--- src/hbkrd_pkg.sv ---
// shared types, constants and lookup tables of the boot keyboard report decoder
package hbkrd_pkg;

    localparam int SLOT_MAX     = 6;
    localparam int MOD_COUNT    = 8;
    localparam int EV_BITS      = MOD_COUNT + 2 * SLOT_MAX + 1;
    localparam int EV_SYNC      = EV_BITS - 1;
    localparam int EV_IDX_W     = $clog2(EV_BITS);
    localparam int SLOT_W       = $clog2(SLOT_MAX);
    localparam int EMPTY_MAX    = 3;
    localparam int MOD_BASE     = 224;
    localparam int SEQ_POS_W    = 4;
    localparam int SEQ_DEPTH    = 16;
    localparam int SEQUENCE_LENGTH_DEF = 10;
    localparam int KEY_SLOTS_DEF       = 6;
    localparam int IN_DATA_W    = 8 + 8 * SLOT_MAX;
    localparam int OUT_DATA_W   = 16;

    // event kinds
    localparam logic [1:0] KIND_KEY       = 2'd0;
    localparam logic [1:0] KIND_UNK_REL   = 2'd1;
    localparam logic [1:0] KIND_UNK_PRESS = 2'd2;
    localparam logic [1:0] KIND_SYNC      = 2'd3;

    localparam logic [7:0] SEQ_TABLE [SEQ_DEPTH] = '{
        8'd103, 8'd103, 8'd108, 8'd108, 8'd105, 8'd106, 8'd105, 8'd106,
        8'd48,  8'd30,  8'd0,   8'd0,   8'd0,   8'd0,   8'd0,   8'd0
    };

    localparam logic [7:0] SCAN_TABLE [256] = '{
        8'd0, 8'd0, 8'd0, 8'd0, 8'd30, 8'd48, 8'd46, 8'd32,
        8'd18, 8'd33, 8'd34, 8'd35, 8'd23, 8'd36, 8'd37, 8'd38,
        8'd50, 8'd49, 8'd24, 8'd25, 8'd16, 8'd19, 8'd31, 8'd20,
        8'd22, 8'd47, 8'd17, 8'd45, 8'd21, 8'd44, 8'd2, 8'd3,
        8'd4, 8'd5, 8'd6, 8'd7, 8'd8, 8'd9, 8'd10, 8'd11,
        8'd28, 8'd1, 8'd14, 8'd15, 8'd57, 8'd12, 8'd13, 8'd26,
        8'd27, 8'd43, 8'd43, 8'd39, 8'd40, 8'd41, 8'd51, 8'd52,
        8'd53, 8'd58, 8'd59, 8'd60, 8'd61, 8'd62, 8'd63, 8'd64,
        8'd65, 8'd66, 8'd67, 8'd68, 8'd87, 8'd88, 8'd99, 8'd70,
        8'd119, 8'd110, 8'd102, 8'd104, 8'd111, 8'd107, 8'd109, 8'd106,
        8'd105, 8'd108, 8'd103, 8'd69, 8'd98, 8'd55, 8'd74, 8'd78,
        8'd96, 8'd79, 8'd80, 8'd81, 8'd75, 8'd76, 8'd77, 8'd71,
        8'd72, 8'd73, 8'd82, 8'd83, 8'd86, 8'd127, 8'd116, 8'd117,
        8'd183, 8'd184, 8'd185, 8'd186, 8'd187, 8'd188, 8'd189, 8'd190,
        8'd191, 8'd192, 8'd193, 8'd194, 8'd134, 8'd138, 8'd130, 8'd132,
        8'd128, 8'd129, 8'd131, 8'd137, 8'd133, 8'd135, 8'd136, 8'd113,
        8'd115, 8'd114, 8'd0, 8'd0, 8'd0, 8'd121, 8'd0, 8'd89,
        8'd93, 8'd124, 8'd92, 8'd94, 8'd95, 8'd0, 8'd0, 8'd0,
        8'd122, 8'd123, 8'd90, 8'd91, 8'd85, 8'd0, 8'd0, 8'd0,
        8'd0, 8'd0, 8'd0, 8'd0, 8'd0, 8'd0, 8'd0, 8'd0,
        8'd0, 8'd0, 8'd0, 8'd0, 8'd0, 8'd0, 8'd0, 8'd0,
        8'd0, 8'd0, 8'd0, 8'd0, 8'd0, 8'd0, 8'd0, 8'd0,
        8'd0, 8'd0, 8'd0, 8'd0, 8'd0, 8'd0, 8'd0, 8'd0,
        8'd0, 8'd0, 8'd0, 8'd0, 8'd0, 8'd0, 8'd0, 8'd0,
        8'd0, 8'd0, 8'd0, 8'd0, 8'd0, 8'd0, 8'd0, 8'd0,
        8'd0, 8'd0, 8'd0, 8'd0, 8'd0, 8'd0, 8'd0, 8'd0,
        8'd0, 8'd0, 8'd0, 8'd0, 8'd0, 8'd0, 8'd0, 8'd0,
        8'd0, 8'd0, 8'd0, 8'd0, 8'd0, 8'd0, 8'd0, 8'd0,
        8'd29, 8'd42, 8'd56, 8'd125, 8'd97, 8'd54, 8'd100, 8'd126,
        8'd164, 8'd166, 8'd165, 8'd163, 8'd161, 8'd115, 8'd114, 8'd113,
        8'd150, 8'd158, 8'd159, 8'd128, 8'd136, 8'd177, 8'd178, 8'd176,
        8'd142, 8'd152, 8'd173, 8'd140, 8'd0, 8'd0, 8'd0, 8'd0
    };

    // one classified report waiting for event generation
    typedef struct packed {
        logic [7:0]                mods;
        logic [SLOT_MAX-1:0][7:0]  prev;
        logic [SLOT_MAX-1:0][7:0]  now;
        logic [EV_BITS-1:0]        mask;
    } t_report;

    typedef struct packed {
        logic [1:0] kind;
        logic [7:0] code;
        logic       down;
        logic       done;
        logic       last;
    } t_event;

endpackage

--- src/hid_boot_keyboard_report_decoder_unit.sv ---
// top level of the usb hid boot keyboard report decoder
// the first event of a report passes through the queue entry register and then the output register
// throughput: one event request per cycle while the output is not stalled; a report gives 9 to 21
// events, set by the front end event mask and walked by the back end
// the front end takes a new report every cycle while its two-entry queue has room
// reset (synchronous, active low) clears stored keys, sequence position, queue and output
module hid_boot_keyboard_report_decoder_unit #(
    parameter int SEQUENCE_LENGTH = hbkrd_pkg::SEQUENCE_LENGTH_DEF,
    parameter int KEY_SLOTS       = hbkrd_pkg::KEY_SLOTS_DEF
) (
    input  logic                               i_clk,
    input  logic                               i_rst_n,
    // report requests
    input  logic                               s_axis_tvalid,
    output logic                               s_axis_tready,
    // modifier_bits [7:0], key_slot_0 [15:8] .. key_slot_5 [55:48]
    input  logic [hbkrd_pkg::IN_DATA_W-1:0]    s_axis_tdata,
    // transfer_ok [0]
    input  logic                               s_axis_tuser,
    // event requests
    output logic                               m_axis_tvalid,
    input  logic                               m_axis_tready,
    // key_code [7:0], key_down [8], sequence_done [9], zero [15:10]
    output logic [hbkrd_pkg::OUT_DATA_W-1:0]   m_axis_tdata,
    // event_kind [1:0]
    output logic [1:0]                         m_axis_tuser,
    output logic                               m_axis_tlast
);
    import hbkrd_pkg::*;

    logic    w_q_ready;
    logic    w_push;
    t_report w_entry;
    logic    w_q_valid;
    t_report w_head;
    logic    w_pop;
    t_event  w_ev;

    // front end: diff against stored keys, failed transfers are dropped here
    hbkrd_front #(
        .KEY_SLOTS (KEY_SLOTS)
    ) u_front (
        .i_clk     (i_clk),
        .i_rst_n   (i_rst_n),
        .i_valid   (s_axis_tvalid),
        .i_ok      (s_axis_tuser),
        .i_data    (s_axis_tdata),
        .i_q_ready (w_q_ready),
        .o_ready   (s_axis_tready),
        .o_push    (w_push),
        .o_entry   (w_entry)
    );

    // decouples report intake from event output
    hbkrd_queue u_queue (
        .i_clk   (i_clk),
        .i_rst_n (i_rst_n),
        .i_push  (w_push),
        .i_entry (w_entry),
        .o_ready (w_q_ready),
        .i_pop   (w_pop),
        .o_valid (w_q_valid),
        .o_head  (w_head)
    );

    // back end: one event per cycle, when not stalled, into a registered output stage
    hbkrd_back #(
        .SEQUENCE_LENGTH (SEQUENCE_LENGTH)
    ) u_back (
        .i_clk   (i_clk),
        .i_rst_n (i_rst_n),
        .i_valid (w_q_valid),
        .i_head  (w_head),
        .o_pop   (w_pop),
        .i_ready (m_axis_tready),
        .o_valid (m_axis_tvalid),
        .o_event (w_ev)
    );

    // pack the event fields onto the stream
    assign m_axis_tdata = {6'd0, w_ev.done, w_ev.down, w_ev.code};
    assign m_axis_tuser = w_ev.kind;
    assign m_axis_tlast = w_ev.last;

endmodule

--- src/hbkrd_front.sv ---
// front end: accepts reports, diffs them against the stored keys, builds the event mask
module hbkrd_front #(
    parameter int KEY_SLOTS = hbkrd_pkg::KEY_SLOTS_DEF
) (
    input  logic                          i_clk,
    input  logic                          i_rst_n,
    input  logic                          i_valid,
    input  logic                          i_ok,
    input  logic [hbkrd_pkg::IN_DATA_W-1:0] i_data,
    input  logic                          i_q_ready,
    output logic                          o_ready,
    output logic                          o_push,
    output hbkrd_pkg::t_report            o_entry
);
    import hbkrd_pkg::*;

    logic [7:0]               r_prev [KEY_SLOTS];
    logic [SLOT_MAX-1:0][7:0] w_now;
    logic [SLOT_MAX-1:0][7:0] w_prev_flat;
    logic [SLOT_MAX-1:0]      w_rel;
    logic [SLOT_MAX-1:0]      w_prs;
    logic                     w_accept;

    assign o_ready  = i_q_ready;
    assign w_accept = i_valid && i_q_ready;
    assign o_push   = w_accept && i_ok;

    for (genvar gs = 0; gs < SLOT_MAX; gs++) begin : g_slot
        assign w_now[gs] = i_data[8 + 8 * gs +: 8];
        if (gs < KEY_SLOTS) begin : g_used
            logic [KEY_SLOTS-1:0] w_old_seen;
            logic [KEY_SLOTS-1:0] w_new_seen;
            for (genvar gj = 0; gj < KEY_SLOTS; gj++) begin : g_cmp
                assign w_old_seen[gj] = (i_data[8 + 8 * gj +: 8] == r_prev[gs]);
                assign w_new_seen[gj] = (r_prev[gj] == i_data[8 + 8 * gs +: 8]);
            end
            // stored key gone from the new report, new key not in the stored set
            assign w_rel[gs] = (r_prev[gs] > 8'(EMPTY_MAX)) && !(|w_old_seen);
            assign w_prs[gs] = (i_data[8 + 8 * gs +: 8] > 8'(EMPTY_MAX)) && !(|w_new_seen);
            assign w_prev_flat[gs] = r_prev[gs];
        end else begin : g_unused
            assign w_rel[gs]       = 1'b0;
            assign w_prs[gs]       = 1'b0;
            assign w_prev_flat[gs] = 8'h00;
        end
    end

    always_comb begin
        o_entry.mods = i_data[7:0];
        o_entry.prev = w_prev_flat;
        o_entry.now  = w_now;
        o_entry.mask[MOD_COUNT-1:0] = '1;
        for (int s = 0; s < SLOT_MAX; s++) begin
            o_entry.mask[MOD_COUNT + 2 * s]     = w_rel[s];
            o_entry.mask[MOD_COUNT + 2 * s + 1] = w_prs[s];
        end
        o_entry.mask[EV_SYNC] = 1'b1;
    end

    always_ff @(posedge i_clk) begin
        if (!i_rst_n) begin
            for (int k = 0; k < KEY_SLOTS; k++) begin
                r_prev[k] <= 8'h00;
            end
        end else if (o_push) begin
            for (int k = 0; k < KEY_SLOTS; k++) begin
                r_prev[k] <= w_now[k];
            end
        end
    end

endmodule

--- src/hbkrd_queue.sv ---
// two-entry report queue between front and back ends
module hbkrd_queue (
    input  logic               i_clk,
    input  logic               i_rst_n,
    input  logic               i_push,
    input  hbkrd_pkg::t_report i_entry,
    output logic               o_ready,
    input  logic               i_pop,
    output logic               o_valid,
    output hbkrd_pkg::t_report o_head
);
    import hbkrd_pkg::*;

    t_report    r_ent0;
    t_report    r_ent1;
    logic       r_wr;
    logic       r_rd;
    logic [1:0] r_cnt;
    logic [1:0] n_cnt;

    assign o_ready = (r_cnt != 2'd2);
    assign o_valid = (r_cnt != 2'd0);
    assign o_head  = r_rd ? r_ent1 : r_ent0;

    always_comb begin
        n_cnt = r_cnt;
        if (i_push && !(i_pop && o_valid)) begin
            n_cnt = r_cnt + 2'd1;
        end else if (!i_push && i_pop && o_valid) begin
            n_cnt = r_cnt - 2'd1;
        end
    end

    always_ff @(posedge i_clk) begin
        if (!i_rst_n) begin
            r_wr  <= 1'b0;
            r_rd  <= 1'b0;
            r_cnt <= 2'd0;
        end else begin
            r_cnt <= n_cnt;
            if (i_push) begin
                r_wr <= ~r_wr;
            end
            if (i_pop && o_valid) begin
                r_rd <= ~r_rd;
            end
        end
    end

    always_ff @(posedge i_clk) begin
        if (i_push && !r_wr) begin
            r_ent0 <= i_entry;
        end
        if (i_push && r_wr) begin
            r_ent1 <= i_entry;
        end
    end

endmodule

--- src/hbkrd_back.sv ---
// back end: walks the event mask, translates scancodes, tracks the key sequence
module hbkrd_back #(
    parameter int SEQUENCE_LENGTH = hbkrd_pkg::SEQUENCE_LENGTH_DEF
) (
    input  logic               i_clk,
    input  logic               i_rst_n,
    input  logic               i_valid,
    input  hbkrd_pkg::t_report i_head,
    output logic               o_pop,
    input  logic               i_ready,
    output logic               o_valid,
    output hbkrd_pkg::t_event  o_event
);
    import hbkrd_pkg::*;

    logic [EV_BITS-1:0]   r_done;
    logic [SEQ_POS_W-1:0] r_pos;
    logic [SEQ_POS_W-1:0] n_pos;
    logic                 r_out_valid;
    t_event               r_out;
    t_event               w_ev;
    logic [EV_BITS-1:0]   w_pend;
    logic [EV_IDX_W-1:0]  w_idx;
    logic [EV_IDX_W-1:0]  w_rel_idx;
    logic [SLOT_W-1:0]    w_slot;
    logic                 w_is_mod;
    logic                 w_is_sync;
    logic                 w_press;
    logic [7:0]           w_raw;
    logic [7:0]           w_code;
    logic [SEQ_POS_W:0]   w_pos_inc;
    logic                 w_fire;

    assign w_fire = i_valid && (!r_out_valid || i_ready);
    assign w_pend = i_head.mask & ~r_done;

    // lowest pending event goes first
    always_comb begin
        w_idx = EV_IDX_W'(EV_SYNC);
        for (int k = EV_BITS - 1; k >= 0; k--) begin
            if (w_pend[k]) begin
                w_idx = EV_IDX_W'(k);
            end
        end
    end

    assign w_is_mod  = (w_idx < EV_IDX_W'(MOD_COUNT));
    assign w_is_sync = (w_idx == EV_IDX_W'(EV_SYNC));
    assign w_rel_idx = w_idx - EV_IDX_W'(MOD_COUNT);
    assign w_slot    = w_rel_idx[SLOT_W:1];
    assign w_press   = w_rel_idx[0];
    assign w_raw     = w_is_mod ? (8'(MOD_BASE) | {5'd0, w_idx[2:0]})
                     : (w_press ? i_head.now[w_slot] : i_head.prev[w_slot]);
    assign w_code    = SCAN_TABLE[w_raw];
    assign w_pos_inc = {1'b0, r_pos} + 1'b1;

    always_comb begin
        w_ev  = '0;
        n_pos = r_pos;
        if (w_is_sync) begin
            w_ev.kind = KIND_SYNC;
            w_ev.last = 1'b1;
        end else if (w_is_mod) begin
            w_ev.kind = KIND_KEY;
            w_ev.code = w_code;
            w_ev.down = i_head.mods[w_idx[2:0]];
        end else if (w_code == 8'h00) begin
            w_ev.kind = w_press ? KIND_UNK_PRESS : KIND_UNK_REL;
            w_ev.code = w_raw;
        end else begin
            w_ev.kind = KIND_KEY;
            w_ev.code = w_code;
            w_ev.down = w_press;
            if (!w_press) begin
                if (SEQ_TABLE[r_pos] == w_code) begin
                    if (w_pos_inc >= (SEQ_POS_W + 1)'(SEQUENCE_LENGTH)) begin
                        w_ev.done = 1'b1;
                        n_pos     = '0;
                    end else begin
                        n_pos = w_pos_inc[SEQ_POS_W-1:0];
                    end
                end else begin
                    n_pos = '0;
                end
            end
        end
    end

    assign o_pop   = w_fire && w_is_sync;
    assign o_valid = r_out_valid;
    assign o_event = r_out;

    always_ff @(posedge i_clk) begin
        if (!i_rst_n) begin
            r_done      <= '0;
            r_pos       <= '0;
            r_out_valid <= 1'b0;
        end else begin
            if (w_fire) begin
                r_out_valid <= 1'b1;
                r_pos       <= n_pos;
                if (w_is_sync) begin
                    r_done <= '0;
                end else begin
                    r_done[w_idx] <= 1'b1;
                end
            end else if (i_ready) begin
                r_out_valid <= 1'b0;
            end
        end
    end

    always_ff @(posedge i_clk) begin
        if (w_fire) begin
            r_out <= w_ev;
        end
    end

endmodule
--- config.mk ---
export PLATFORM = sky130hd
export DESIGN_NAME = hid_boot_keyboard_report_decoder_unit
export DESIGN_NICKNAME = d
export VERILOG_FILES = /design/src/hbkrd_pkg.sv /design/src/hid_boot_keyboard_report_decoder_unit.sv /design/src/hbkrd_front.sv /design/src/hbkrd_queue.sv /design/src/hbkrd_back.sv
export SDC_FILE = /design/constraint.sdc
export NUM_CORES = 1
export LEC_CHECK = 0
export BUFFER_PORTS_ARGS = -buffer_cell sky130_fd_sc_hd__buf_2
export CORE_AREA = 2 2 220 331
export CTS_BUF_LIST = sky130_fd_sc_hd__clkbuf_4 sky130_fd_sc_hd__clkbuf_8
export CTS_CLUSTER_SIZE = 30
export DETAILED_ROUTE_END_ITERATION = 12
export DIE_AREA = 0 0 222 333
export MAX_ROUTING_LAYER = met4
export PLACE_DENSITY = 0.48
export SLEW_MARGIN = 10
export SYNTH_ARGS = -nofsm -noshare
export SYNTH_HDL_FRONTEND = slang
export SYNTH_HIERARCHICAL = 1
export SYNTH_SLANG_ARGS = --single-unit
--- constraint.sdc ---
create_clock -name i_clk -period 11.9 [get_ports i_clk]
set_clock_uncertainty 0.1 [all_clocks]
set_input_delay 0.595 -clock i_clk [delete_from_list [all_inputs] [get_ports i_clk]]
set_output_delay 0.595 -clock i_clk [all_outputs]
set_load 0.1 [all_outputs]
==> run metrics <==
internal power consumption 2010 uW; number of resized instances in the post-cts repair step 0; routed length per instance 28.1 um; 1st-pass router iterations 5; boundary pin count 82; VDD IR-drop max 0.0731 mV; switching share of total power 29.6%; yosys warns 6; largest fanout of any net on the critical path 42; starting density of the core 29.7%; global-route wire length before repair 113 mm; number of buffers between clock root and the deepest sink 3; most used routing layer met2; slew at the pin closest to its max-slew limit 1.15 ns; cell at the root of the clock tree sky130_fd_sc_hd__clkbuf_8; critical path cell sequence mux2_2 -> nor2b_1 -> o211a_1 -> o21ai_1 -> a21o_4 -> mux2i_1 -> o22ai_1 -> nand2_1 -> nand2_1 -> buf_4 -> clkinv_1 -> buf_4 -> o211a_1 -> a2111oi_0 -> or4_4 -> o21ai_4 -> nor4_1 -> nand4b_1 -> nand3_1 -> nor3_1 -> mux2_2; cell area power density 127 mW/mm^2; filler-free cell count of the finished design 2,801; data arrival time of the critical path 8.86 ns; GR Util met1 22.3%; Mapped Avg Cell Area 10.9 um^2; vias after detailed routing 15,500; Post-Syn Instances 1,928; top achievable clock speed 118 MHz; Clk pwr share 35.2%; net switching component of the power 846 uW; kind of critical path flip-flop to flip-flop; initial antenna violation count 2; number of clock sinks 338; GRT met3 Usage 2.39%; Vias per Instance 5.52; die boundary height 333 um; clock latency reported for the late side of the worst-skew pair 0.65 ns; Synth-to-Final Area Change 6.62%; kind of end point of the critical path flip-flop; area of the die 0.0739 mm^2; placer's final routability congestion estimate 0.967; count of final setup violators 0; core occupancy in the finished layout 31.7%; outcome complete, no violations; data required time at the worst endpoint 12.31 ns; Port Buffer Count 75; # nets final 1,925; Sequential Power Share 49.6%; clock slew at reported path FFs 0.06 ns; area of the mapped netlist 0.0211 mm^2; DRC violations left 0; H-tree depth 2; count of pins over their slew limit 0; width of the chip 222 um; final clock period utilization by the worst path 71.0%; number of setup buffers added after CTS 0; class of the tightest hold or removal check input pin to flip-flop; fraction of final layout cells sized beyond drive strength 1 18.6%; maximum number of pins on one net before global-route repair 67; number of nets with antenna violations after routing 0; site row count 120; clock tree from TritonCTS yes; cell area after placement 0.0214 mm^2; critical path's largest stage delay 0.86 ns; fraction of met2 tracks used by global routing 39.3%; slowest cell on the critical path sky130_fd_sc_hd__a2111oi_0; leftover overflow at the end of global routing 0; cell count after placement 2,705; detailed-route wire length 78.6 mm; GRT Resource Usage Total 21.5%; leak pwr 0.00813 uW; design area 0.0225 mm^2; total CTS buffers 53; max-slew headroom at the worst pin 22.4%; post-cts hold buffer count 0; Max Cap Viol 0; DRC marker count from the first detailed-route iteration 1,467; detailed-placement wirelength estimate 55.4 mm; Final Hold Fails 0; min cycle time layout 8.45 ns; portion of total power attributed to combinational logic 15.2%; Final TNS setup 0 ns; via count of the first global-routing pass 16,000; unrepaired setup endpoints after global routing false; critical path launch point type flip-flop; Core Area 0.0710 mm^2
==> cells in the final DEF, fill, tap and decap left out, types with 10 or more instances in the layout <==
cell type / count
sky130_fd_sc_hd__mux2_4: 40
sky130_fd_sc_hd__conb_1: 14
sky130_fd_sc_hd__buf_2: 75
sky130_fd_sc_hd__nand3_1: 68
sky130_fd_sc_hd__edfxtp_1: 309
sky130_fd_sc_hd__mux2_2: 89
sky130_fd_sc_hd__nand2b_1: 22
sky130_fd_sc_hd__clkbuf_4: 11
sky130_fd_sc_hd__a31oi_1: 20
sky130_fd_sc_hd__xnor2_1: 22
sky130_fd_sc_hd__nor4_1: 87
sky130_fd_sc_hd__o211ai_1: 20
sky130_fd_sc_hd__clkinv_1: 13
sky130_fd_sc_hd__a21oi_1: 61
sky130_fd_sc_hd__dfxtp_1: 28
sky130_fd_sc_hd__xor2_1: 274
sky130_fd_sc_hd__nand2_1: 120
sky130_fd_sc_hd__and3_1: 53
sky130_fd_sc_hd__inv_1: 22
sky130_fd_sc_hd__clkbuf_8: 53
sky130_fd_sc_hd__mux2i_1: 27
sky130_fd_sc_hd__nor3_1: 21
sky130_fd_sc_hd__nor2_1: 84
sky130_fd_sc_hd__a211oi_1: 18
sky130_fd_sc_hd__clkinv_2: 10
sky130_fd_sc_hd__o21ai_0: 57
sky130_fd_sc_hd__a2111oi_0: 12
sky130_fd_sc_hd__buf_4: 29
sky130_fd_sc_hd__nor2b_1: 14
sky130_fd_sc_hd__nand4_1: 27
sky130_fd_sc_hd__ha_1: 19
==> state kept, by name, indices dropped and copies added, names as in the netlist <==
register / cells
u_queue/r_ent0: 124
u_queue/r_ent1: 124
u_front/r_prev: 48
u_back/r_done: 20
u_back/o_event: 13
u_back/r_pos: 4
u_queue/r_cnt: 2
u_back/o_valid: 1
u_queue/r_rd: 1
u_queue/r_wr: 1
==> power groups by stage <==
stage | clock [uW] | combinational [uW] | sequential, uW
6_report | 1000 | 434 | 1420
5_1_grt | 1080 | 462 | 1420
4_1_cts | 1040 | 431 | 1410
3_5_place_dp | 0 | 429 | 1440
3_3_place_gp | 0 | 426 | 1440
2_1_floorplan | 0 | 322 | 1410
==> cell type report <==
cell class / instances / area, um^2
well taps: 915 / 1140
repair buffers: 104 / 593
multi-input cells: 1323 / 9730
inverters: 25 / 93.8
fillers: 7173 / 48500
clock inverters: 31 / 243
flip-flops and latches: 338 / 9860
diodes: 1 / 2.50
clock buffers: 64 / 812
==> worst max-delay path, delay by kind of cell, from the launching register on <==
| kind | cells | cell delay, ns |
|---|---|---|
| AOI/OAI and AO/OA | 7 | 3.19 |
| buffers and inverters | 3 | 1.19 |
| DFF | 1 | 0.76 |
| muxes | 3 | 0.92 |
| and+or+nand+nor | 8 | 2.08 |
==> metal layers <==
layer	wire, um	up-vias
met2	41600	689
li1	-	6773
met3	3510	271
met5	0	-
met4	5060	0
met1	28400	7735
==> path summary, 6_finish.rpt <==
kind | from | end | slack [ns] | depth (start not counted)
max | u_queue/r_rd$_SDFFE_PN0P_ | u_back/r_pos[0]$_SDFFE_PN0P_ | 3.45 | 21
min | s_axis_tdata[4] | u_queue/r_ent0[121]$_DFFE_PP_ | 0.06 | 1
min reg2reg | u_back/r_done[1]$_SDFFE_PN0P_ | u_back/r_done[1]$_SDFFE_PN0P_ | 0.37 | 2
max reg2reg | u_queue/r_rd$_SDFFE_PN0P_ | u_back/r_pos[0]$_SDFFE_PN0P_ | 3.45 | 21
==> per-stage QoR <==
step / setup WS (ns) / hold WS, ns / power [uW]
2_1_floorplan: 4.49 / 0.328 / 1730
3_3_place_gp: 3.57 / 0.347 / 1860
3_5_place_dp: 3.74 / 0.359 / 1870
4_1_cts: 3.71 / 0.0195 / 2890
5_1_grt: 3.08 / 0.0337 / 2960
6_report: 3.45 / 0.0626 / 2850
Note: power is estimated with default switching activity, not from simulation.
